### src/rtl/aes_pkg.sv
// Shared AES-128 constants, types and round functions.
package aes_pkg;

    localparam int NUM_ROUNDS = 10;
    localparam int ROUND_W    = 4;
    localparam int BLOCK_W    = 128;
    localparam int HALF_W     = 64;
    localparam int ADDR_W     = 4;

    localparam logic [7:0] GF_POLY = 8'h1b;

    typedef logic [BLOCK_W-1:0] t_block;
    typedef logic [ROUND_W-1:0] t_round;

    // Configuration register indexes; each register sits 8 bytes apart.
    typedef enum logic {
        REG_KEY_HIGH = 1'b0,
        REG_KEY_LOW  = 1'b1
    } t_reg_idx;

    localparam logic [7:0] SBOX [0:255] = '{
        8'h63, 8'h7c, 8'h77, 8'h7b, 8'hf2, 8'h6b, 8'h6f, 8'hc5,
        8'h30, 8'h01, 8'h67, 8'h2b, 8'hfe, 8'hd7, 8'hab, 8'h76,
        8'hca, 8'h82, 8'hc9, 8'h7d, 8'hfa, 8'h59, 8'h47, 8'hf0,
        8'had, 8'hd4, 8'ha2, 8'haf, 8'h9c, 8'ha4, 8'h72, 8'hc0,
        8'hb7, 8'hfd, 8'h93, 8'h26, 8'h36, 8'h3f, 8'hf7, 8'hcc,
        8'h34, 8'ha5, 8'he5, 8'hf1, 8'h71, 8'hd8, 8'h31, 8'h15,
        8'h04, 8'hc7, 8'h23, 8'hc3, 8'h18, 8'h96, 8'h05, 8'h9a,
        8'h07, 8'h12, 8'h80, 8'he2, 8'heb, 8'h27, 8'hb2, 8'h75,
        8'h09, 8'h83, 8'h2c, 8'h1a, 8'h1b, 8'h6e, 8'h5a, 8'ha0,
        8'h52, 8'h3b, 8'hd6, 8'hb3, 8'h29, 8'he3, 8'h2f, 8'h84,
        8'h53, 8'hd1, 8'h00, 8'hed, 8'h20, 8'hfc, 8'hb1, 8'h5b,
        8'h6a, 8'hcb, 8'hbe, 8'h39, 8'h4a, 8'h4c, 8'h58, 8'hcf,
        8'hd0, 8'hef, 8'haa, 8'hfb, 8'h43, 8'h4d, 8'h33, 8'h85,
        8'h45, 8'hf9, 8'h02, 8'h7f, 8'h50, 8'h3c, 8'h9f, 8'ha8,
        8'h51, 8'ha3, 8'h40, 8'h8f, 8'h92, 8'h9d, 8'h38, 8'hf5,
        8'hbc, 8'hb6, 8'hda, 8'h21, 8'h10, 8'hff, 8'hf3, 8'hd2,
        8'hcd, 8'h0c, 8'h13, 8'hec, 8'h5f, 8'h97, 8'h44, 8'h17,
        8'hc4, 8'ha7, 8'h7e, 8'h3d, 8'h64, 8'h5d, 8'h19, 8'h73,
        8'h60, 8'h81, 8'h4f, 8'hdc, 8'h22, 8'h2a, 8'h90, 8'h88,
        8'h46, 8'hee, 8'hb8, 8'h14, 8'hde, 8'h5e, 8'h0b, 8'hdb,
        8'he0, 8'h32, 8'h3a, 8'h0a, 8'h49, 8'h06, 8'h24, 8'h5c,
        8'hc2, 8'hd3, 8'hac, 8'h62, 8'h91, 8'h95, 8'he4, 8'h79,
        8'he7, 8'hc8, 8'h37, 8'h6d, 8'h8d, 8'hd5, 8'h4e, 8'ha9,
        8'h6c, 8'h56, 8'hf4, 8'hea, 8'h65, 8'h7a, 8'hae, 8'h08,
        8'hba, 8'h78, 8'h25, 8'h2e, 8'h1c, 8'ha6, 8'hb4, 8'hc6,
        8'he8, 8'hdd, 8'h74, 8'h1f, 8'h4b, 8'hbd, 8'h8b, 8'h8a,
        8'h70, 8'h3e, 8'hb5, 8'h66, 8'h48, 8'h03, 8'hf6, 8'h0e,
        8'h61, 8'h35, 8'h57, 8'hb9, 8'h86, 8'hc1, 8'h1d, 8'h9e,
        8'he1, 8'hf8, 8'h98, 8'h11, 8'h69, 8'hd9, 8'h8e, 8'h94,
        8'h9b, 8'h1e, 8'h87, 8'he9, 8'hce, 8'h55, 8'h28, 8'hdf,
        8'h8c, 8'ha1, 8'h89, 8'h0d, 8'hbf, 8'he6, 8'h42, 8'h68,
        8'h41, 8'h99, 8'h2d, 8'h0f, 8'hb0, 8'h54, 8'hbb, 8'h16
    };

    // Round constant for rounds one to ten.
    function automatic logic [7:0] rcon(t_round rnd);
        logic [7:0] rc;
        unique case (rnd)
            4'd1:    rc = 8'h01;
            4'd2:    rc = 8'h02;
            4'd3:    rc = 8'h04;
            4'd4:    rc = 8'h08;
            4'd5:    rc = 8'h10;
            4'd6:    rc = 8'h20;
            4'd7:    rc = 8'h40;
            4'd8:    rc = 8'h80;
            4'd9:    rc = 8'h1b;
            4'd10:   rc = 8'h36;
            default: rc = 8'h00;
        endcase
        return rc;
    endfunction

    function automatic logic [7:0] xtime(logic [7:0] v);
        return {v[6:0], 1'b0} ^ (v[7] ? GF_POLY : 8'h00);
    endfunction

    // Byte 0 is the most significant byte of the block.
    function automatic logic [7:0] get_byte(t_block s, int b);
        return s[BLOCK_W-1-8*b -: 8];
    endfunction

    // SubBytes and ShiftRows: row i of column c takes the byte of column c+i.
    function automatic t_block sub_shift(t_block s);
        t_block t;
        t = '0;
        for (int c = 0; c < 4; c++) begin
            for (int i = 0; i < 4; i++) begin
                t[BLOCK_W-1-8*(4*c+i) -: 8] = SBOX[get_byte(s, 4*((c+i) & 3) + i)];
            end
        end
        return t;
    endfunction

    function automatic t_block mix_columns(t_block t);
        t_block m;
        logic [7:0] a0, a1, a2, a3, all;
        m = '0;
        for (int c = 0; c < 4; c++) begin
            a0  = get_byte(t, 4*c);
            a1  = get_byte(t, 4*c+1);
            a2  = get_byte(t, 4*c+2);
            a3  = get_byte(t, 4*c+3);
            all = a0 ^ a1 ^ a2 ^ a3;
            m[BLOCK_W-1-8*(4*c)   -: 8] = a0 ^ all ^ xtime(a0 ^ a1);
            m[BLOCK_W-1-8*(4*c+1) -: 8] = a1 ^ all ^ xtime(a1 ^ a2);
            m[BLOCK_W-1-8*(4*c+2) -: 8] = a2 ^ all ^ xtime(a2 ^ a3);
            m[BLOCK_W-1-8*(4*c+3) -: 8] = a3 ^ all ^ xtime(a3 ^ a0);
        end
        return m;
    endfunction

    // One step of the key schedule; each word folds in the freshly updated word before it.
    function automatic t_block next_key(t_block k, t_round rnd);
        logic [31:0] g, w0, w1, w2, w3;
        g  = {SBOX[get_byte(k, 13)] ^ rcon(rnd), SBOX[get_byte(k, 14)],
              SBOX[get_byte(k, 15)], SBOX[get_byte(k, 12)]};
        w0 = k[127:96] ^ g;
        w1 = k[95:64] ^ w0;
        w2 = k[63:32] ^ w1;
        w3 = k[31:0] ^ w2;
        return {w0, w1, w2, w3};
    endfunction

endpackage

### src/rtl/aes_round.sv
// One registered cipher round with its own key schedule step.
module aes_round (
    input  logic                  i_clk,
    input  logic                  i_rst_n,
    input  aes_pkg::t_round       i_round,
    input  logic                  i_valid,
    output logic                  o_ready,
    input  aes_pkg::t_block       i_state,
    input  aes_pkg::t_block       i_key,
    input  logic                  i_down_ready,
    output logic                  o_valid,
    output aes_pkg::t_block       o_state,
    output aes_pkg::t_block       o_key
);

    logic            r_valid;
    aes_pkg::t_block r_state;
    aes_pkg::t_block r_key;
    aes_pkg::t_block n_state;
    aes_pkg::t_block n_key;
    aes_pkg::t_block w_sub;

    // The stage takes a new request when it is empty or its content moves on.
    assign o_ready = !r_valid || i_down_ready;

    always_comb begin
        w_sub = aes_pkg::sub_shift(i_state);
        n_key = aes_pkg::next_key(i_key, i_round);
        if (i_round == aes_pkg::t_round'(aes_pkg::NUM_ROUNDS)) begin
            n_state = w_sub ^ n_key;
        end else begin
            n_state = aes_pkg::mix_columns(w_sub) ^ n_key;
        end
    end

    always_ff @(posedge i_clk) begin
        if (!i_rst_n) begin
            r_valid <= 1'b0;
        end else if (o_ready) begin
            r_valid <= i_valid;
        end
    end

    always_ff @(posedge i_clk) begin
        if (o_ready && i_valid) begin
            r_state <= n_state;
            r_key   <= n_key;
        end
    end

    assign o_valid = r_valid;
    assign o_state = r_state;
    assign o_key   = r_key;

endmodule

### config.mk
export PLATFORM = sky130hd
export DESIGN_NAME = aes_round
export DESIGN_NICKNAME = d
export VERILOG_FILES = /design/src/rtl/aes_pkg.sv /design/src/rtl/aes_round.sv
export SDC_FILE = /design/constraint.sdc
export NUM_CORES = 2
export LEC_CHECK = 0
export BUFFER_PORTS_ARGS = -buffer_cell sky130_fd_sc_hd__buf_2
export CELL_PAD_IN_SITES_DETAIL_PLACEMENT = 1
export CELL_PAD_IN_SITES_GLOBAL_PLACEMENT = 2
export CORE_MARGIN = 3
export CORE_UTILIZATION = 37
export DETAILED_ROUTE_END_ITERATION = 10
export PLACE_DENSITY = 0.83
export SLEW_MARGIN = 20
export SYNTH_ARGS = -nofsm -noshare
export SYNTH_HDL_FRONTEND = slang
export SYNTH_SLANG_ARGS = --single-unit
### constraint.sdc
create_clock -name i_clk -period 8.9 [get_ports i_clk]
set_input_delay 0.445 -clock i_clk [delete_from_list [all_inputs] [get_ports i_clk]]
set_output_delay 0.445 -clock i_clk [all_outputs]
set_load 0.03 [all_outputs]
# Word-level counts from Yosys, hierarchy flattened
# Memories as Yosys holds them, arrays and structs flattened.
# Cells that the tools add are included.
# W data, S select, Z words.
# word_totals
register_bits	257
out_inout_bits	258
input_bits	264
mem_bits_ro	41088
wordCells	204
n_memories	21
# mem_list
name	words	width	rd	rd_clocked_by_memory_dff	wr	line_no	rtl
(no name shown)	256	8	1	0	0	aes_pkg.sv:118	SBOX[get_byte(k, 15)], SBOX[get_byte(k, 12)]};
(no name shown)	256	8	1	0	0	aes_pkg.sv:118	
(no name shown)	256	8	1	0	0	aes_pkg.sv:117	g = {SBOX[get_byte(k, 13)] ^ rcon(rnd), SBOX[get_byte(k, 14)],
(no name shown)	256	8	1	0	0	aes_pkg.sv:117	
(no name shown)	256	8	1	0	0	aes_pkg.sv:90	t[BLOCK_W-1-8*(4*c+i) -: 8] = SBOX[get_byte(s, 4*((c+i) & 3) + i)];
(no name shown)	256	8	1	0	0	aes_pkg.sv:90	
+15 memories	--	--	--	--	--	--	
# classes
n_lt_le_gt_ge	20
reduce_logical	3
n_bitwise	99
n_eq_ne	1
muxes	57
# op_table
cell	count
$xor A8 B8 Y8	57
$mux W8	40
$xor A128 B128 Y128	2
$ge A9 B9 Y1 const B	20
$not A8 Y9	20
$mux W128	1
$xor A32 B32 Y32	4
$xor A8 B5 Y8	16
$mux W5	16
$eq A4 B4 Y1 const B	1
$logic_and A1 B1 Y1	1
$logic_not A1 Y1	1
$logic_or A1 B1 Y1	1

# Logic depth before layout (Yosys ltp)
# logic_depth
depth_word	11
mapped_depth	17
ltp_nobuf	13

# Least setup slack after synthesis
# No wires, ideal clock.
# synth_path
path_kind	input to register
start	in i_down_ready
end	reg r_key[0] (netlist: o_key[0]) (enable)
stages	2
required_ns	8.252
arrival_time_ns	6.626
setup_time_ns	0.648
path_slack_ns	1.626
path_buffers	0
path_cell_list	nand2b_1 -> and2_1
# synth_between
elab_chain_cells	2
# synth_rtl
item	line_no	rtl
start, declared	aes_round.sv:10	input logic i_down_ready,
$logic_or A1 B1 Y1	aes_round.sv:24	assign o_ready = !r_valid || i_down_ready;
$logic_and A1 B1 Y1	aes_round.sv:45	if (o_ready && i_valid) begin
end signal, assigned	aes_round.sv:47	r_key <= n_key;
end, declared	aes_round.sv:18	aes_pkg::t_block r_key;
# Every way passes these cells.
# A chain may end at the register's enable or synchronous reset.

# Worst setup path after layout
# layout_path
start	in i_key[17]
end	reg r_state[24] (netlist: o_state[24]), data pin
# layout_between
elab_chain_cells	11
word_cells_on_any_way	12
classes_between	3 x mux; 8 x bitwise; 1 x memory
# layout_rtl
item	line_no	rtl
start, declared	aes_round.sv:9	input aes_pkg::t_block i_key,
$not A8 Y9 (not written as such) (*)	aes_pkg.sv:117	
$mem_v2 Z256 W8 (*)	--	
$mux W8 (not written as such) (*) (2 in series)	aes_pkg.sv:117	
$xor A8 B8 Y8 (*)	aes_pkg.sv:117	
$xor A32 B32 Y32 (*)	aes_pkg.sv:119	w0 = k[127:96] ^ g;
$xor A32 B32 Y32 (*)	aes_pkg.sv:120	w1 = k[95:64] ^ w0;
$xor A32 B32 Y32 (*)	aes_pkg.sv:121	w2 = k[63:32] ^ w1;
$xor A32 B32 Y32 (*)	aes_pkg.sv:122	w3 = k[31:0] ^ w2;
named net n_key[24]	aes_round.sv:20	aes_pkg::t_block n_key;
$xor A128 B128 Y128, on equally long branches	aes_round.sv:32, aes_round.sv:30	
$mux W128 (*)	aes_round.sv:29	if (i_round == aes_pkg::t_round'(aes_pkg::NUM_ROUNDS)) begin
named net n_state[24]	aes_round.sv:19	aes_pkg::t_block n_state;
end signal, assigned	aes_round.sv:46	r_state <= n_state;
end, declared	aes_round.sv:17	aes_pkg::t_block r_state;
# The timed path passes the listed nets; every way through them passes the cells marked *. The select of a mux whose other input is x is not followed.

==> impl_metrics.json <==
{
  "outcome": "finished, final reports clean",
  "hold_start": "i_rst_n",
  "ys_ff_latch": 257,
  "die_y_um": 477.4,
  "overflow": 0,
  "timing.fmax_mhz": 149.2,
  "ant_nets": 0,
  "reg2reg_from": "o_valid$_SDFFE_PN0N_",
  "ys_seq_area_frac": 0.09375,
  "postCtsSetupRepairBufs": 0,
  "syn_nets": 12390,
  "cts.sink_count": 257,
  "dp_hpwl_um": 364900,
  "fin_nets": 11770,
  "worst_pin_slew_ns": 1.374,
  "setup_violations": 0,
  "crit_family": "XOR/XNOR gates",
  "power_mw": 14.05,
  "crit_top_cell": "xnor2_1",
  "yosys_warnings": 0,
  "first_iter_violations": 16170,
  "critPathRequiredTime_ns": 9.23,
  "hold_buffers": 0,
  "cellPowerDensity_nw_per_um2": 163.6,
  "areaGrowthSynthToFinish_pct": 4.520,
  "critPathKind": "in2reg",
  "num_io_pins": 522,
  "critical_path.endpoint_type": "flop",
  "slowest_stage": "ha_1",
  "grt_max_degree": 143,
  "synth.cell_area_um2": 82210,
  "fin_crit_sh": 0.7532,
  "drc": 0,
  "min_path_type": "in2reg",
  "cap_violations": 0,
  "antenna_found_initial": 70,
  "start_util": 0.3730,
  "skew_ns": 0.03604,
  "drive_gt1_frac": 0.1199,
  "grt_first_pass_wirelength_um": 725900,
  "cts-buffers-inserted": 38,
  "ir_drop_v": 0.0001710,
  "period_needed_ns": 6.703,
  "cp.arrival_ns": 7.03,
  "vias": 103300,
  "final_common_cell": "a21oi_1",
  "coreArea_um2": 220400,
  "drv_slew": 0,
  "rsz0062_at_grt": "false",
  "cp_max_fo": 32,
  "startpoint_type": "input port",
  "path_buf_inv": 4,
  "grt_pass1_vias": 98100,
  "async_flop_share": 0,
  "root_buffer": "clkbuf_16",
  "synth_cells": 11830,
  "synthTopCellsByArea": "edfxtp_1, mux4_2, a21oi_1",
  "synth_area_leader_cell": "edfxtp_1",
  "worstPathCellList": "buf_2 -> buf_4 -> clkinv_1 -> ha_1 -> nor2b_1 -> nor3_1 -> o21ai_0 -> nand3_1 -> a32oi_1 -> o311ai_0 -> xnor2_1 -> buf_4 -> xor2_1 -> xor2_1 -> xnor2_1 -> xnor2_1",
  "synth-edff-count": 256,
  "vias_per_cell": 7.257,
  "fin_hold_ws_ns": 0.06733,
  "critPathLaunch": "i_key[17]",
  "ctsHtreeMaxLevel": 2,
  "hold_violations": 0,
  "reg2reg_slack_ns": 6.45,
  "place_congestion": 1.052,
  "yosysTopAreaCellShare": 0.09351,
  "grt.total_usage": 0.4164,
  "clk_latency_ns": 0.67,
  "slew-limit-headroom": 0.08375,
  "portBuffers": 521,
  "num_rows": 172,
  "cts_tree": "done",
  "leakage_nw": 30.23,
  "cts.clk_slew.worst_paths_ns": 0.06,
  "yosysUniqueCellTypes": 112,
  "first_pass_iters": 9,
  "clockBufferDepth": 3,
  "wl_um": 505400,
  "avgSynthCellArea_um2": 6.949,
  "ys.flop_type": "edfxtp_1",
  "die_w_um": 477.4,
  "post_drt_wl_per_cell_um": 35.50,
  "dieArea_um2": 227900,
  "final_cell_mix": "a21oi_1, o21ai_0, nand2_1, nor2_1, xnor2_1",
  "post_cts_resized": 0,
  "tns_ns": 0,
  "slowest_delay_ns": 0.93
}
==> Yosys cell counts (58+ instances only) <==
cell and number:
o21ai_0 972, mux2i_1 129, a211oi_1 284, clkbuf_1 823
nand2_1 914, a21oi_1 992, a221oi_1 82, nand2b_1 411
buf_1 136, o21a_1 67, inv_1 197, mux4_2 240
a311oi_1 177, ha_1 297, o211ai_1 258, nor3_1 432
nor2_1 893, nor2b_1 338, o31ai_1 138, a2111oi_0 62
a21o_1 73, o221ai_1 78, or2_2 101, o22ai_1 69
or3_1 80, and2_1 99, and3_1 65, xnor2_1 499
edfxtp_1 256, o311ai_0 196, a211o_1 86, buf_2 407
xor2_1 229, nand3_1 409, a31oi_1 293, a311o_1 58
==> power breakdown <==
| group | internal [mW] | switching [mW] | total (mW) |
|---|---|---|---|
| clock | 0.922 | 0.758 | 1.68 |
| combinational | 3.03 | 6.73 | 9.76 |
| sequential | 2.03 | 0.588 | 2.62 |
==> state kept, by name, indices dropped and copies added, names as in the netlist <==
name and count:
o_valid 1, o_key 128, o_state 128
==> through the flow <==
| stage | cell area [µm²] | util | std cells | worst slack, ns |
|---|---|---|---|---|
| detailed placement | 84440 | 0.3832 | 14120 | 2.151 |
| finish | 85920 | 0.3899 | 14240 | 2.197 |
| CTS | 85740 | 0.3891 | 14190 | 2.798 |
| global route | 85880 | 0.3897 | 14220 | 2.185 |
| floorplan | 82210 | - | 11830 | 1.626 |
| global placement | 84340 | 0.3827 | 14120 | 0.6497 |
==> cells by family (layout without fill, tap and decap cells) <==
logic type,count (synthesis),in the layout,synth area share
buffers and inverters,1659,1066,0.08442
adder cells (fa/ha/maj),299,299,0.04557
multiplexers,409,409,0.08694
XOR/XNOR,768,768,0.08639
flip-flops,257,257,0.09375
AO/OA/AOI/OAI,4474,4474,0.3663
AND/OR/NAND/NOR,3964,3964,0.2366
other,0,41,0
==> final timing paths <==
kind	cells past startpoint	endpoint
worst max-delay path	16	o_state[24]$_DFFE_PP_
worst min-delay path	2	o_valid$_SDFFE_PN0N_
worst max register to register	4	o_state[98]$_DFFE_PP_
worst min register to register	2	o_valid$_SDFFE_PN0N_
==> metal layers <==
layer | global-route usage | routed length (µm) | up-vias
met5 | 0 | 266 | -
met4 | 0.2583 | 38610 | 40
met3 | 0.1047 | 56610 | 1428
met2 | 0.6219 | 215400 | 7274
met1 | 0.5352 | 194500 | 51250
li1 | - | - | 43320
==> layout make-up <==
class / count / area, µm²
Multi-Input combinational cell: 9914 / 67730
Timing Repair Buffer: 750 / 4456
Antenna cell: 41 / 102.6
Clock buffer: 41 / 962.2
Inverter: 246 / 923.4
Fill cell: 27820 / 134400
Tap cell: 2958 / 3701
Clock inverter: 29 / 339.1
Sequential cell: 257 / 7707
Note: power is estimated with default switching activity, not from simulation.
