<file path="src/rtl/aes_pkg.sv">
// Shared AES-128 constants, types and round functions.
package aes_pkg;

    localparam int NUM_ROUNDS = 10;
    localparam int ROUND_W    = 4;
    localparam int BLOCK_W    = 128;
    localparam int HALF_W     = 64;
    localparam int ADDR_W     = 4;

    localparam logic [7:0] GF_POLY = 8'h1b;

    typedef logic [BLOCK_W-1:0] t_block;
    typedef logic [ROUND_W-1:0] t_round;

    // Configuration register indexes; each register sits 8 bytes apart.
    typedef enum logic {
        REG_KEY_HIGH = 1'b0,
        REG_KEY_LOW  = 1'b1
    } t_reg_idx;

    localparam logic [7:0] SBOX [0:255] = '{
        8'h63, 8'h7c, 8'h77, 8'h7b, 8'hf2, 8'h6b, 8'h6f, 8'hc5,
        8'h30, 8'h01, 8'h67, 8'h2b, 8'hfe, 8'hd7, 8'hab, 8'h76,
        8'hca, 8'h82, 8'hc9, 8'h7d, 8'hfa, 8'h59, 8'h47, 8'hf0,
        8'had, 8'hd4, 8'ha2, 8'haf, 8'h9c, 8'ha4, 8'h72, 8'hc0,
        8'hb7, 8'hfd, 8'h93, 8'h26, 8'h36, 8'h3f, 8'hf7, 8'hcc,
        8'h34, 8'ha5, 8'he5, 8'hf1, 8'h71, 8'hd8, 8'h31, 8'h15,
        8'h04, 8'hc7, 8'h23, 8'hc3, 8'h18, 8'h96, 8'h05, 8'h9a,
        8'h07, 8'h12, 8'h80, 8'he2, 8'heb, 8'h27, 8'hb2, 8'h75,
        8'h09, 8'h83, 8'h2c, 8'h1a, 8'h1b, 8'h6e, 8'h5a, 8'ha0,
        8'h52, 8'h3b, 8'hd6, 8'hb3, 8'h29, 8'he3, 8'h2f, 8'h84,
        8'h53, 8'hd1, 8'h00, 8'hed, 8'h20, 8'hfc, 8'hb1, 8'h5b,
        8'h6a, 8'hcb, 8'hbe, 8'h39, 8'h4a, 8'h4c, 8'h58, 8'hcf,
        8'hd0, 8'hef, 8'haa, 8'hfb, 8'h43, 8'h4d, 8'h33, 8'h85,
        8'h45, 8'hf9, 8'h02, 8'h7f, 8'h50, 8'h3c, 8'h9f, 8'ha8,
        8'h51, 8'ha3, 8'h40, 8'h8f, 8'h92, 8'h9d, 8'h38, 8'hf5,
        8'hbc, 8'hb6, 8'hda, 8'h21, 8'h10, 8'hff, 8'hf3, 8'hd2,
        8'hcd, 8'h0c, 8'h13, 8'hec, 8'h5f, 8'h97, 8'h44, 8'h17,
        8'hc4, 8'ha7, 8'h7e, 8'h3d, 8'h64, 8'h5d, 8'h19, 8'h73,
        8'h60, 8'h81, 8'h4f, 8'hdc, 8'h22, 8'h2a, 8'h90, 8'h88,
        8'h46, 8'hee, 8'hb8, 8'h14, 8'hde, 8'h5e, 8'h0b, 8'hdb,
        8'he0, 8'h32, 8'h3a, 8'h0a, 8'h49, 8'h06, 8'h24, 8'h5c,
        8'hc2, 8'hd3, 8'hac, 8'h62, 8'h91, 8'h95, 8'he4, 8'h79,
        8'he7, 8'hc8, 8'h37, 8'h6d, 8'h8d, 8'hd5, 8'h4e, 8'ha9,
        8'h6c, 8'h56, 8'hf4, 8'hea, 8'h65, 8'h7a, 8'hae, 8'h08,
        8'hba, 8'h78, 8'h25, 8'h2e, 8'h1c, 8'ha6, 8'hb4, 8'hc6,
        8'he8, 8'hdd, 8'h74, 8'h1f, 8'h4b, 8'hbd, 8'h8b, 8'h8a,
        8'h70, 8'h3e, 8'hb5, 8'h66, 8'h48, 8'h03, 8'hf6, 8'h0e,
        8'h61, 8'h35, 8'h57, 8'hb9, 8'h86, 8'hc1, 8'h1d, 8'h9e,
        8'he1, 8'hf8, 8'h98, 8'h11, 8'h69, 8'hd9, 8'h8e, 8'h94,
        8'h9b, 8'h1e, 8'h87, 8'he9, 8'hce, 8'h55, 8'h28, 8'hdf,
        8'h8c, 8'ha1, 8'h89, 8'h0d, 8'hbf, 8'he6, 8'h42, 8'h68,
        8'h41, 8'h99, 8'h2d, 8'h0f, 8'hb0, 8'h54, 8'hbb, 8'h16
    };

    // Round constant for rounds one to ten.
    function automatic logic [7:0] rcon(t_round rnd);
        logic [7:0] rc;
        unique case (rnd)
            4'd1:    rc = 8'h01;
            4'd2:    rc = 8'h02;
            4'd3:    rc = 8'h04;
            4'd4:    rc = 8'h08;
            4'd5:    rc = 8'h10;
            4'd6:    rc = 8'h20;
            4'd7:    rc = 8'h40;
            4'd8:    rc = 8'h80;
            4'd9:    rc = 8'h1b;
            4'd10:   rc = 8'h36;
            default: rc = 8'h00;
        endcase
        return rc;
    endfunction

    function automatic logic [7:0] xtime(logic [7:0] v);
        return {v[6:0], 1'b0} ^ (v[7] ? GF_POLY : 8'h00);
    endfunction

    // Byte 0 is the most significant byte of the block.
    function automatic logic [7:0] get_byte(t_block s, int b);
        return s[BLOCK_W-1-8*b -: 8];
    endfunction

    // SubBytes and ShiftRows: row i of column c takes the byte of column c+i.
    function automatic t_block sub_shift(t_block s);
        t_block t;
        t = '0;
        for (int c = 0; c < 4; c++) begin
            for (int i = 0; i < 4; i++) begin
                t[BLOCK_W-1-8*(4*c+i) -: 8] = SBOX[get_byte(s, 4*((c+i) & 3) + i)];
            end
        end
        return t;
    endfunction

    function automatic t_block mix_columns(t_block t);
        t_block m;
        logic [7:0] a0, a1, a2, a3, all;
        m = '0;
        for (int c = 0; c < 4; c++) begin
            a0  = get_byte(t, 4*c);
            a1  = get_byte(t, 4*c+1);
            a2  = get_byte(t, 4*c+2);
            a3  = get_byte(t, 4*c+3);
            all = a0 ^ a1 ^ a2 ^ a3;
            m[BLOCK_W-1-8*(4*c)   -: 8] = a0 ^ all ^ xtime(a0 ^ a1);
            m[BLOCK_W-1-8*(4*c+1) -: 8] = a1 ^ all ^ xtime(a1 ^ a2);
            m[BLOCK_W-1-8*(4*c+2) -: 8] = a2 ^ all ^ xtime(a2 ^ a3);
            m[BLOCK_W-1-8*(4*c+3) -: 8] = a3 ^ all ^ xtime(a3 ^ a0);
        end
        return m;
    endfunction

    // One step of the key schedule; each word folds in the freshly updated word before it.
    function automatic t_block next_key(t_block k, t_round rnd);
        logic [31:0] g, w0, w1, w2, w3;
        g  = {SBOX[get_byte(k, 13)] ^ rcon(rnd), SBOX[get_byte(k, 14)],
              SBOX[get_byte(k, 15)], SBOX[get_byte(k, 12)]};
        w0 = k[127:96] ^ g;
        w1 = k[95:64] ^ w0;
        w2 = k[63:32] ^ w1;
        w3 = k[31:0] ^ w2;
        return {w0, w1, w2, w3};
    endfunction

endpackage

</file>
<file path="src/rtl/aes_cfg_regs.sv">
// Register bank for the two cipher key halves behind the APB-style port.
module aes_cfg_regs (
    input  logic                           i_clk,
    input  logic                           i_rst_n,
    input  logic                           psel,
    input  logic                           penable,
    input  logic                           pwrite,
    input  logic [aes_pkg::ADDR_W-1:0]     paddr,
    input  logic [aes_pkg::HALF_W-1:0]     pwdata,
    output logic [aes_pkg::HALF_W-1:0]     prdata,
    output logic                           pready,
    output logic [aes_pkg::HALF_W-1:0]     o_key_high,
    output logic [aes_pkg::HALF_W-1:0]     o_key_low
);

    logic [aes_pkg::HALF_W-1:0] r_key_high;
    logic [aes_pkg::HALF_W-1:0] r_key_low;
    aes_pkg::t_reg_idx          w_idx;
    logic                       w_wr;

    // Registers sit 8 bytes apart; the low address bits are not decoded.
    assign w_idx  = aes_pkg::t_reg_idx'(paddr[3]);
    assign w_wr   = psel && penable && pwrite && pready;
    assign pready = 1'b1;

    always_ff @(posedge i_clk) begin
        if (!i_rst_n) begin
            r_key_high <= '0;
            r_key_low  <= '0;
        end else if (w_wr) begin
            unique case (w_idx)
                aes_pkg::REG_KEY_HIGH: r_key_high <= pwdata;
                aes_pkg::REG_KEY_LOW:  r_key_low  <= pwdata;
                default:               r_key_low  <= r_key_low;
            endcase
        end
    end

    always_comb begin
        unique case (w_idx)
            aes_pkg::REG_KEY_HIGH: prdata = r_key_high;
            aes_pkg::REG_KEY_LOW:  prdata = r_key_low;
            default:               prdata = '0;
        endcase
    end

    assign o_key_high = r_key_high;
    assign o_key_low  = r_key_low;

endmodule

</file>
<file path="config.mk">
export PLATFORM = sky130hd
export DESIGN_NAME = aes_cfg_regs
export DESIGN_NICKNAME = d
export VERILOG_FILES = /design/src/rtl/aes_pkg.sv /design/src/rtl/aes_cfg_regs.sv
export SDC_FILE = /design/constraint.sdc
export NUM_CORES = 1
export LEC_CHECK = 0
export ABC_AREA = 1
export BUFFER_PORTS_ARGS = -buffer_cell sky130_fd_sc_hd__buf_2
export CAP_MARGIN = 15
export CORE_MARGIN = 3
export CORE_UTILIZATION = 25
export CTS_CLUSTER_DIAMETER = 30
export DETAILED_ROUTE_END_ITERATION = 10
export HOLD_SLACK_MARGIN = 0.15
export REMOVE_ABC_BUFFERS = 1
export SYNTH_ARGS = -nofsm -noshare
export SYNTH_HDL_FRONTEND = slang
export SYNTH_SLANG_ARGS = --single-unit
</file>
<file path="constraint.sdc">
create_clock -name i_clk -period 2.4 [get_ports i_clk]
set_input_delay 0.12 -clock i_clk [delete_from_list [all_inputs] [get_ports i_clk]]
set_output_delay 0.12 -clock i_clk [all_outputs]
set_load 0.01 [all_outputs]
</file>
Yosys cells after proc, flatten, opt, wreduce, memory -nomap -nowiden
Index checks and enable logic that the tools add are counted.

cells by class
  mux-type cells = 1
  bitwise gates (word level) = 1
  reduce and logical (&&, ||, !) cells = 4

operator list
  cell                                    count
  64-bit one-hot mux with 2 select lines  1
  2-bit AND reduction                     2
  1-bit logical AND                       2
  1-bit inverter                          1

word-level totals
  register bits after elaboration = 128
  input port bits = 73
  output and inout bits = 193
  logic and storage cells = 8

Longest topological paths before layout
Gate-level depths: netlist (run 1).

  depth after elaboration = 3
  gate-level depth with buffers = 7
  mapped depth without buffers = 5

Least setup slack after synthesis (run 1)
OpenSTA, ideal clock, no wires.

  kind = input -> output
  start = input paddr[3] in the netlist's numbering
  end = output prdata[10] in the netlist's numbering
  arrival = 0.783 ns
  data required time = 2.280 ns
  setup slack = 1.497 ns
  stages on the path = 5
  path buffers = 2
  cells stage by stage = inv_2 buf_2 clkbuf_1 nand2_1 nand2_1

between the ends
  word-level cells in the longest chain between the ends = 2

ends and longest elaborated chain
  element                                   RTL line            RTL
  start, declared                           aes_cfg_regs.sv:8   input logic [aes_pkg::ADDR_W-1:0] paddr,
  1-bit inverter                            --
  64-bit one-hot mux with 2 select lines *  aes_cfg_regs.sv:40  unique case (w_idx)
  end, declared                             aes_cfg_regs.sv:10  output logic [aes_pkg::HALF_W-1:0] prdata,

Every way passes the cells marked *; elsewhere a longest branch is shown, timed or not.

Worst setup path after layout (run 1)
  start = input psel
  end = register r_key_low, in the netlist o_key_low[20]

between the ends
  word-level cells in the longest chain between the ends = 3

ends and longest elaborated chain
  element                         RTL line            RTL
  start, declared                 aes_cfg_regs.sv:5   input logic psel,
  1-bit logical AND (2 in a row)  aes_cfg_regs.sv:23  assign w_wr = psel && penable && pwrite && pready;
  2-bit AND reduction (no line)   --
  end signal, assigned            aes_cfg_regs.sv:33  aes_pkg::REG_KEY_LOW: r_key_low <= pwdata;
  end signal, assigned            aes_cfg_regs.sv:34  default: r_key_low <= r_key_low;
  end, declared                   aes_cfg_regs.sv:17  logic [aes_pkg::HALF_W-1:0] r_key_low;

Every way passes these cells.
A chain may end at the register's enable or synchronous reset.

==> results of run 1 <==
-- kinds of logic after synthesis --
logic type,count (synthesis),share of synthesized area
buf+inv,135,0.09787
flops,128,0.4274
other cells,1,0.0006254
simple gates,709,0.4741
-- cells in the final DEF (no fill, tap or decap) --
cell           instances
nand2_1              321
nand3_2                1
clkbuf_1               4
buf_4                  7
buf_2                259
dfxtp_1              128
nor2_4                 3
clkinv_2               4
nand3_1              128
dlygate4sd3_1         66
buf_12                 4
clkbuf_16             17
inv_1                 65
nor2_1               256
clkbuf_8               1
conb_1                 1
clkinvlp_4             2
bufinv_16              1
inv_4                  1
-- sequential cells by signal, summed over array words and instances (netlist names) --
signal	cells
o_key_high	64
o_key_low	64
-- how the worst max path moves through the flow --
stage	slack [ps]	cells past startpoint	from	end
after CTS	890	6	pwrite	o_key_low[53]
after detailed placement	460	6	pwrite	o_key_low[53]
final	940	8	psel	o_key_low[20]
after global placement	490	6	pwrite	o_key_low[40]
after global routing	760	6	pwrite	o_key_low[27]
after floorplan	-2010	5	psel	o_key_low[0]
-- layer usage --
| layer | wire length (um) | track usage |
|---|---|---|
| met5 | 0 | 0 |
| met4 | 323 | 0.04693 |
| met3 | 1006 | 0.03095 |
| met2 | 8839 | 0.2382 |
| met1 | 8695 | 0.1878 |
-- worst max-delay path: cells and delay by family --
| family | cells | cell delay [ps] |
|---|---|---|
| buffers and inverters | 3 | 1160 |
| and+or+nand+nor | 5 | 440 |
-- cell type report --
class / count / share of cell area
Multi-Input combinational cell: 710 / 0.3290
Sequential cell: 128 / 0.2954
Timing Repair Buffer: 336 / 0.2409
Clock buffer: 22 / 0.05236
Tap cell: 319 / 0.04601
Inverter: 66 / 0.02885
Clock inverter: 7 / 0.007500
-- where the power goes --
group          leakage (nW)  switching, W  internal [W]  total, W
clock network         0.251      0.000903       0.00143   0.00233
logic                  3.41      0.000408      0.000307  0.000714
registers              1.04     0.0000602       0.00220   0.00226
-- metrics by stage --
stage               worst slack (ps)  TNS (ps)  hold slack [ps]  total power (W)  instance area, um^2
floorplan                      -2012   -257420            240.7         0.002623                 5657
global placement               494.4         0            447.2         0.002936                 7495
detailed placement             457.3         0            453.3         0.002946                 7495
CTS                            889.2         0            342.4         0.005400                 8675
global route                   763.9         0            382.2         0.005596                 8675
finish                         936.0         0            335.3         0.005306                 8675
==> flow_metrics.tcl, run 1 <==
set metrics [dict create \
    drtIter0Drc 339 \
    fill_cells 2565 \
    status "complete, no violations" \
    hold_buffers 66 \
    cts_setup_buffers 0 \
    crit_path_max_incr_delay_ps 550 \
    grt_max_degree 130 \
    regArea_mm2 0.002562 \
    crit_type "input pin to flip-flop" \
    r2r-start "o_key_low[13]" \
    crit_path_top_delay_cell "dlygate4sd3_1" \
    setup_viol 0 \
    finalCriticalPeriod_ps 1464 \
    syn_to_final_growth_pct 44.68 \
    path_common_cell "nand2_1" \
    rsz0062_at_grt "false" \
    stdcell_count 1588 \
    path_clk_slew_ps 60 \
    cp_max_fo 68 \
    clockRootBuffer "clkbuf_16" \
    io_pins 266 \
    cts_made_buffers 17 \
    ir_worst_vdd_mv 0.2707 \
    end_kind "flip-flop" \
    relSlewSlack 0.3728 \
    post-route-period-util 0.6100 \
    final_nets 1332 \
    drv_cap 0 \
    synth-seq-area-share 0.4274 \
    worst_ep_required_time_ps 2690 \
    antenna_cells 0 \
    crit_chain "buf_2 > nand2_1 > nor2_4 > buf_4 > nand3_1 > nand2_1 > dlygate4sd3_1 > nor2_1" \
    reg2reg_depth 2 \
    p_leak_nw 4.705 \
    maxSlewViolCount 0 \
    grt_pass1_wl_um 31140 \
    synth_area_leader_cell "dfxtp_1" \
    drive_above_1_share 0.2364 \
    hold_start "paddr[3]" \
    dr_total_vias 6671 \
    clkLatencyLatePin_ps 400 \
    r2r-end "o_key_low[13]" \
    fmax_ghz 0.6831 \
    arrival_ps 1760 \
    hold_path.class "input pin to flip-flop" \
    overflow 0 \
    cts_resized 0 \
    htree_levels 4 \
    synthTopCellsByCount "321 x nand2_1, 257 x nor2_1, 128 x dfxtp_1, 128 x nand3_1, 65 x inv_1" \
    synth.most_common_cell "nand2_1" \
    antenna_found_initial 0 \
    holdPathEnd "o_key_low[7]" \
    route.detailed.drc 0 \
    initial_utilization 0.2547 \
    die_w_um 160.9 \
    clock_skew_ps 0 \
    synth_edf_count 0 \
    clk_path_buf_depth 2 \
    cts_sinks 128 \
    power_density_mw_per_mm2 611.7 \
    rows 56 \
    dpl.hpwl_um 11740 \
    multi_input_area_mm2 0.002854 \
    syn_avg_cell_area_um2 6.162 \
    synth_top_area_frac 0.4274 \
    vias_per_cell 4.201 \
    startpoint_type "input pin" \
    netlist_area_mm2 0.005996 \
    synth.area.top_cells "dfxtp_1 43%, nand2_1 20%, nor2_1 16%, nand3_1 11%, inv_1 4.1%" \
    cts_tree "done" \
    netlist_instances 973 \
    die_h_um 160.9 \
    synth_top_flop_cell "dfxtp_1" \
    grtUsageTotal 0.1441 \
    drt-total-wl_um 18860 \
    dp_cells 1493 \
    utilization 0.3685 \
    tightest_slew_ps 938.5 \
    portBuffers 261 \
    hold_violations 0 \
    dieArea_mm2 0.02588 \
    yosysUniqueCellTypes 13 \
    place.gp.congestion 0.7594 \
    rrSetupSlack_ps 1770 \
    drtPass1Iterations 4 \
    ant_nets 0 \
    async_flop_share 0 \
    grt_pass1_vias 6138 \
    routedWlPerCell_um 11.88 \
    yosysWarnings 0 \
    hold_depth 5 \
    ys_ff_latch 128 \
    fp.coreArea_mm2 0.02354 \
]
Power figures use the tool's default switching activity.
==> run 2, diff against run 1 <==
==> constraint.sdc (replaced) <==
create_clock -name i_clk -period 1.33 [get_ports i_clk]
set_input_delay 0.0665 -clock i_clk [delete_from_list [all_inputs] [get_ports i_clk]]
set_output_delay 0.0665 -clock i_clk [all_outputs]
set_load 0.01 [all_outputs]
==> flow_metrics.tcl, run 2 (synthesized netlist as in run 1, its figures left out) <==
set metrics [dict create \
    route.detailed.drc 0 \
    cts_tree "done" \
    cp_max_fo 2 \
    crit_path_max_incr_delay_ps 540 \
    p_leak_nw 4.836 \
    maxSlewViolCount 0 \
    status "complete, no violations" \
    ant_nets 0 \
    drtIter0Drc 346 \
    hold_depth 5 \
    dieArea_mm2 0.02588 \
    clkLatencyLatePin_ps 400 \
    final_common_cell "nand2_1" \
    setup_viol 0 \
    path_common_cell "dlygate4sd3_1" \
    die_w_um 160.9 \
    final_nets 1343 \
    clock_skew_ps 0 \
    hold_start "paddr[3]" \
    io_pins 266 \
    finalCriticalPeriod_ps 1201 \
    layout_common_cells "321 x nand2_1, 259 x buf_2, 256 x nor2_1" \
    fill_cells 2528 \
    arrival_ps 1510 \
    rrSetupSlack_ps 730 \
    ir_worst_vdd_mv 0.6308 \
    startpoint_type "input pin" \
    overflow 0 \
    portBuffers 261 \
    grt_pass1_wl_um 31470 \
    place.gp.congestion 0.7587 \
    path_buf_inv 4 \
    clockRootBuffer "clkbuf_16" \
    regArea_mm2 0.002562 \
    power_density_mw_per_mm2 1157 \
    fmax_ghz 0.8329 \
    grt_max_degree 69 \
    clk_path_buf_depth 2 \
    r2r-start "o_key_low[19]" \
    dp_slack_ps 225.5 \
    holdPathEnd "o_key_high[13]" \
    crit_type "input pin to flip-flop" \
    syn_to_final_growth_pct 49.27 \
    worst_ep_required_time_ps 1640 \
    multi_input_area_mm2 0.002854 \
    crit_path_top_delay_cell "dlygate4sd3_1" \
    cts_sinks 128 \
    antenna_found_initial 0 \
    hold_path.class "input pin to flip-flop" \
    r2r-end "o_key_low[19]" \
    initial_utilization 0.2547 \
    grtUsageTotal 0.1461 \
    grt_pass1_vias 6243 \
    path_clk_slew_ps 60 \
    vias_per_cell 4.231 \
    stdcell_count 1600 \
    routedWlPerCell_um 11.91 \
    htree_levels 4 \
    die_h_um 160.9 \
    crit_chain "dlygate4sd3_1 > buf_2 > inv_1 > nand3_1 > nand2_1 > dlygate4sd3_1 > nor2_1" \
    reg2reg_depth 2 \
    drt-total-wl_um 19050 \
    rsz0062_at_grt "false" \
    rows 56 \
    post-route-period-util 0.9028 \
    drtPass1Iterations 5 \
    fp.coreArea_mm2 0.02354 \
    drv_cap 0 \
    cpLargestDelayFamily "buffers and inverters" \
    end_kind "flip-flop" \
    dpl.hpwl_um 12780 \
    antenna_cells 0 \
    dr_total_vias 6770 \
    cts_made_buffers 17 \
    drive_above_1_share 0.2436 \
    setup_ws_ps 129.3 \
    dp_cells 1504 \
    hold_violations 0 \
]
run 2: repair_timing:
action	4_1_cts	5_1_grt
hold endpoints to repair	128	0
buffers inserted	0	0
gates resized for setup	0	0
hold buffers	66	0
run 2: worst register-to-register path, delay by kind of cell (launching register included):
family	cells	cell delay [ps]
AND/OR/NAND/NOR	2	190
flip-flops	1	350
run 2: cell type report:
class	instances	area share
clock buffers	24	0.05382
multi-input cells	710	0.3189
well taps	319	0.04460
flip-flops and latches	128	0.2863
repair buffers	347	0.2539
clock inverters	6	0.01454
inverters	66	0.02796
run 2: through the flow:
step	hold WS, ps	instance area, um^2	total power (W)	utilization	TNS [ps]
after floorplan	187.2	5657	0.004734	-	-390410
after global placement	393.8	7677	0.005355	0.3261	0
after detailed placement	393.9	7677	0.005371	0.3261	0
after CTS	168.0	8950	0.01051	0.3802	0
after global routing	207.0	8950	0.01084	0.3802	0
final	184.2	8950	0.01036	0.3802	0
run 2: worst max path at each step:
stage,from,endpoint,cells after the start
2_1_floorplan,psel,o_key_low[0],5
3_3_place_gp,paddr[3],prdata[57],6
3_5_place_dp,paddr[3],o_key_high[32],6
4_1_cts,pwdata[40],o_key_high[40],7
5_1_grt,pwdata[40],o_key_high[40],7
6_report,pwdata[40],o_key_high[40],7
run 2: power by group:
group | total (W) | switching, W | leakage (nW) | internal, W
Sequential | 0.00408 | 0.000109 | 1.04 | 0.00397
Combinational | 0.00135 | 0.000750 | 3.50 | 0.000597
Clock | 0.00493 | 0.00167 | 0.300 | 0.00326
Total | 0.0104 | 0.00252 | 4.84 | 0.00783
run 2: layer usage:
layer,share of wire,GRT usage
met3,0.051,0.03121
met2,0.46,0.2428
met4,0.012,0.03950
met5,0,0
met1,0.48,0.1927
==> run 3, diff against run 2 <==
--- a/config.mk
+++ b/config.mk
@@ -13,6 +13,7 @@
 export CTS_CLUSTER_DIAMETER = 30
 export DETAILED_ROUTE_END_ITERATION = 10
 export HOLD_SLACK_MARGIN = 0.15
+export PLACE_DENSITY = 0.58
 export REMOVE_ABC_BUFFERS = 1
 export SYNTH_ARGS = -nofsm -noshare
 export SYNTH_HDL_FRONTEND = slang
==> flow_metrics.tcl, run 3 (synthesized netlist as in run 1, its figures left out) <==
set metrics [dict create \
    status "complete, no violations" \
    antenna_found_initial 2 \
    drv_cap 0 \
    path_buf_inv 1 \
    routedWlPerCell_um 12.25 \
    cpLargestDelayFamily "flip-flops" \
    grt_pass1_vias 6168 \
    wl_met2_um 9231 \
    crit_path_max_incr_delay_ps 360 \
    setup_viol 0 \
    top_layer "met4" \
    final_common_cell "nand2_1" \
    design_power_total_w 0.01001 \
    wl_met1_um 9079 \
    hold_path.class "input pin to flip-flop" \
    holdWs_ps 250.1 \
    cts_setup_buffers 0 \
    clockRootBuffer "clkbuf_16" \
    fill_cells 2553 \
    path_common_cell "nand2_1" \
    dpl.hpwl_um 13080 \
    grt_pass1_wl_um 31840 \
    hold_violations 0 \
    end_kind "output port" \
    place_area_mm2 0.007665 \
    finalCriticalPeriod_ps 1120 \
    route.detailed.drc 0 \
    fin_area_mm2 0.008896 \
    io_pins 266 \
    drive_above_1_share 0.2457 \
    maxSlewViolCount 0 \
    vias_per_cell 4.196 \
    setup_tns_ps 0 \
    drtIter0Drc 366 \
    arrival_ps 1050 \
    syn_to_final_growth_pct 48.37 \
    layout_common_cells "321 x nand2_1, 259 x buf_2, 256 x nor2_1" \
    worst_ep_required_time_ps 1260 \
    cp_max_fo 3 \
    grtUsageTotal 0.1498 \
    cts_resized 0 \
    rrSetupSlack_ps 720 \
    p_leak_nw 4.804 \
    clk_path_buf_depth 2 \
    die_w_um 160.9 \
    startpoint_type "flip-flop" \
    dr_total_vias 6726 \
    clkLatencyLatePin_ps 410 \
    wl_met3_um 1031 \
    post-route-period-util 0.8418 \
    clock_skew_ps 0 \
    initial_utilization 0.2547 \
    htree_levels 4 \
    rsz0062_at_grt "false" \
    dieArea_mm2 0.02588 \
    cts_sinks 128 \
    power_density_mw_per_mm2 1126 \
    overflow 0 \
    portBuffers 261 \
    drtPass1Iterations 5 \
    regArea_mm2 0.002562 \
    crit_type "flip-flop to output port" \
    rows 56 \
    final_nets 1342 \
    cts_tree "done" \
    die_h_um 160.9 \
    path_clk_slew_ps 60 \
    crit_chain "nand2_1 > nand2_1 > buf_2" \
    multi_input_area_mm2 0.002854 \
    utilization 0.3779 \
    ant_nets 0 \
    crit_path_top_delay_cell "dfxtp_1" \
    fp.coreArea_mm2 0.02354 \
    ir_worst_vdd_mv 0.6566 \
    fmax_ghz 0.8932 \
    grt_max_degree 69 \
    place.gp.congestion 0.7597 \
    drt-total-wl_um 19630 \
    cts_made_buffers 17 \
]
run 3: cell count changes in the layout (fill, tap and decap cells not counted):
cell	delta
clkinvlp_4	+3
clkbuf_8	-1
clkinv_4	+1
clkinv_2	+2
dlygate4sd3_1	-1
clkbuf_1	-1
bufinv_16	-2
buf_4	+1
diode_2	+2
buf_12	-1
run 3: per-stage QoR:
step / cells / setup WS, ps
after floorplan: 904 / -3028
after global placement: 1504 / 280.3
after detailed placement: 1504 / 265.2
after CTS: 1601 / 167.3
after global routing: 1603 / 125.1
final: 1603 / 210.4
run 3: per-layer routing:
| metal | vias up | track usage |
|---|---|---|
| met3 | 18 | 0.03430 |
| met1 | 2995 | 0.1949 |
| li1 | 3538 | - |
| met2 | 175 | 0.2461 |
| met5 | - | 0 |
| met4 | 0 | 0.04928 |
run 3: final cells by class:
class,count,area share
multi-input combinational,710,0.3208
antenna,2,0.0005626
clock inverter,10,0.01252
sequential,128,0.2880
inverter,66,0.02813
tap,319,0.04487
clock buffer,22,0.05218
timing repair buffer,346,0.2529
run 3: worst register-to-register path, stage by stage, from the launching register on:
cell and delay [ps]:
dfxtp_1 330, nor2_1 130, nor2_1 50
run 3: worst paths after layout:
path | cells past startpoint | to | from
worst max-delay path | 3 | prdata[2] | o_key_low[2]
worst min-delay path | 5 | o_key_high[26] | paddr[3]
worst max register to register | 2 | o_key_high[44] | o_key_high[44]
worst min register to register | 2 | o_key_high[9] | o_key_high[9]
run 3: power by group:
part | internal [W] | switching [W] | total (W) | leakage, nW
Clock | 0.00285 | 0.00174 | 0.00459 | 0.276
Sequential | 0.00397 | 0.000105 | 0.00408 | 1.04
Combinational | 0.000593 | 0.000758 | 0.00135 | 3.49
Total | 0.00741 | 0.00260 | 0.0100 | 4.80
run 3: repair_timing:
action | 4_1_cts | 5_1_grt
endpoints found under the hold margin | 128 | 0
hold buffers | 65 | 0
endpoints found under the setup margin | 0 | 0
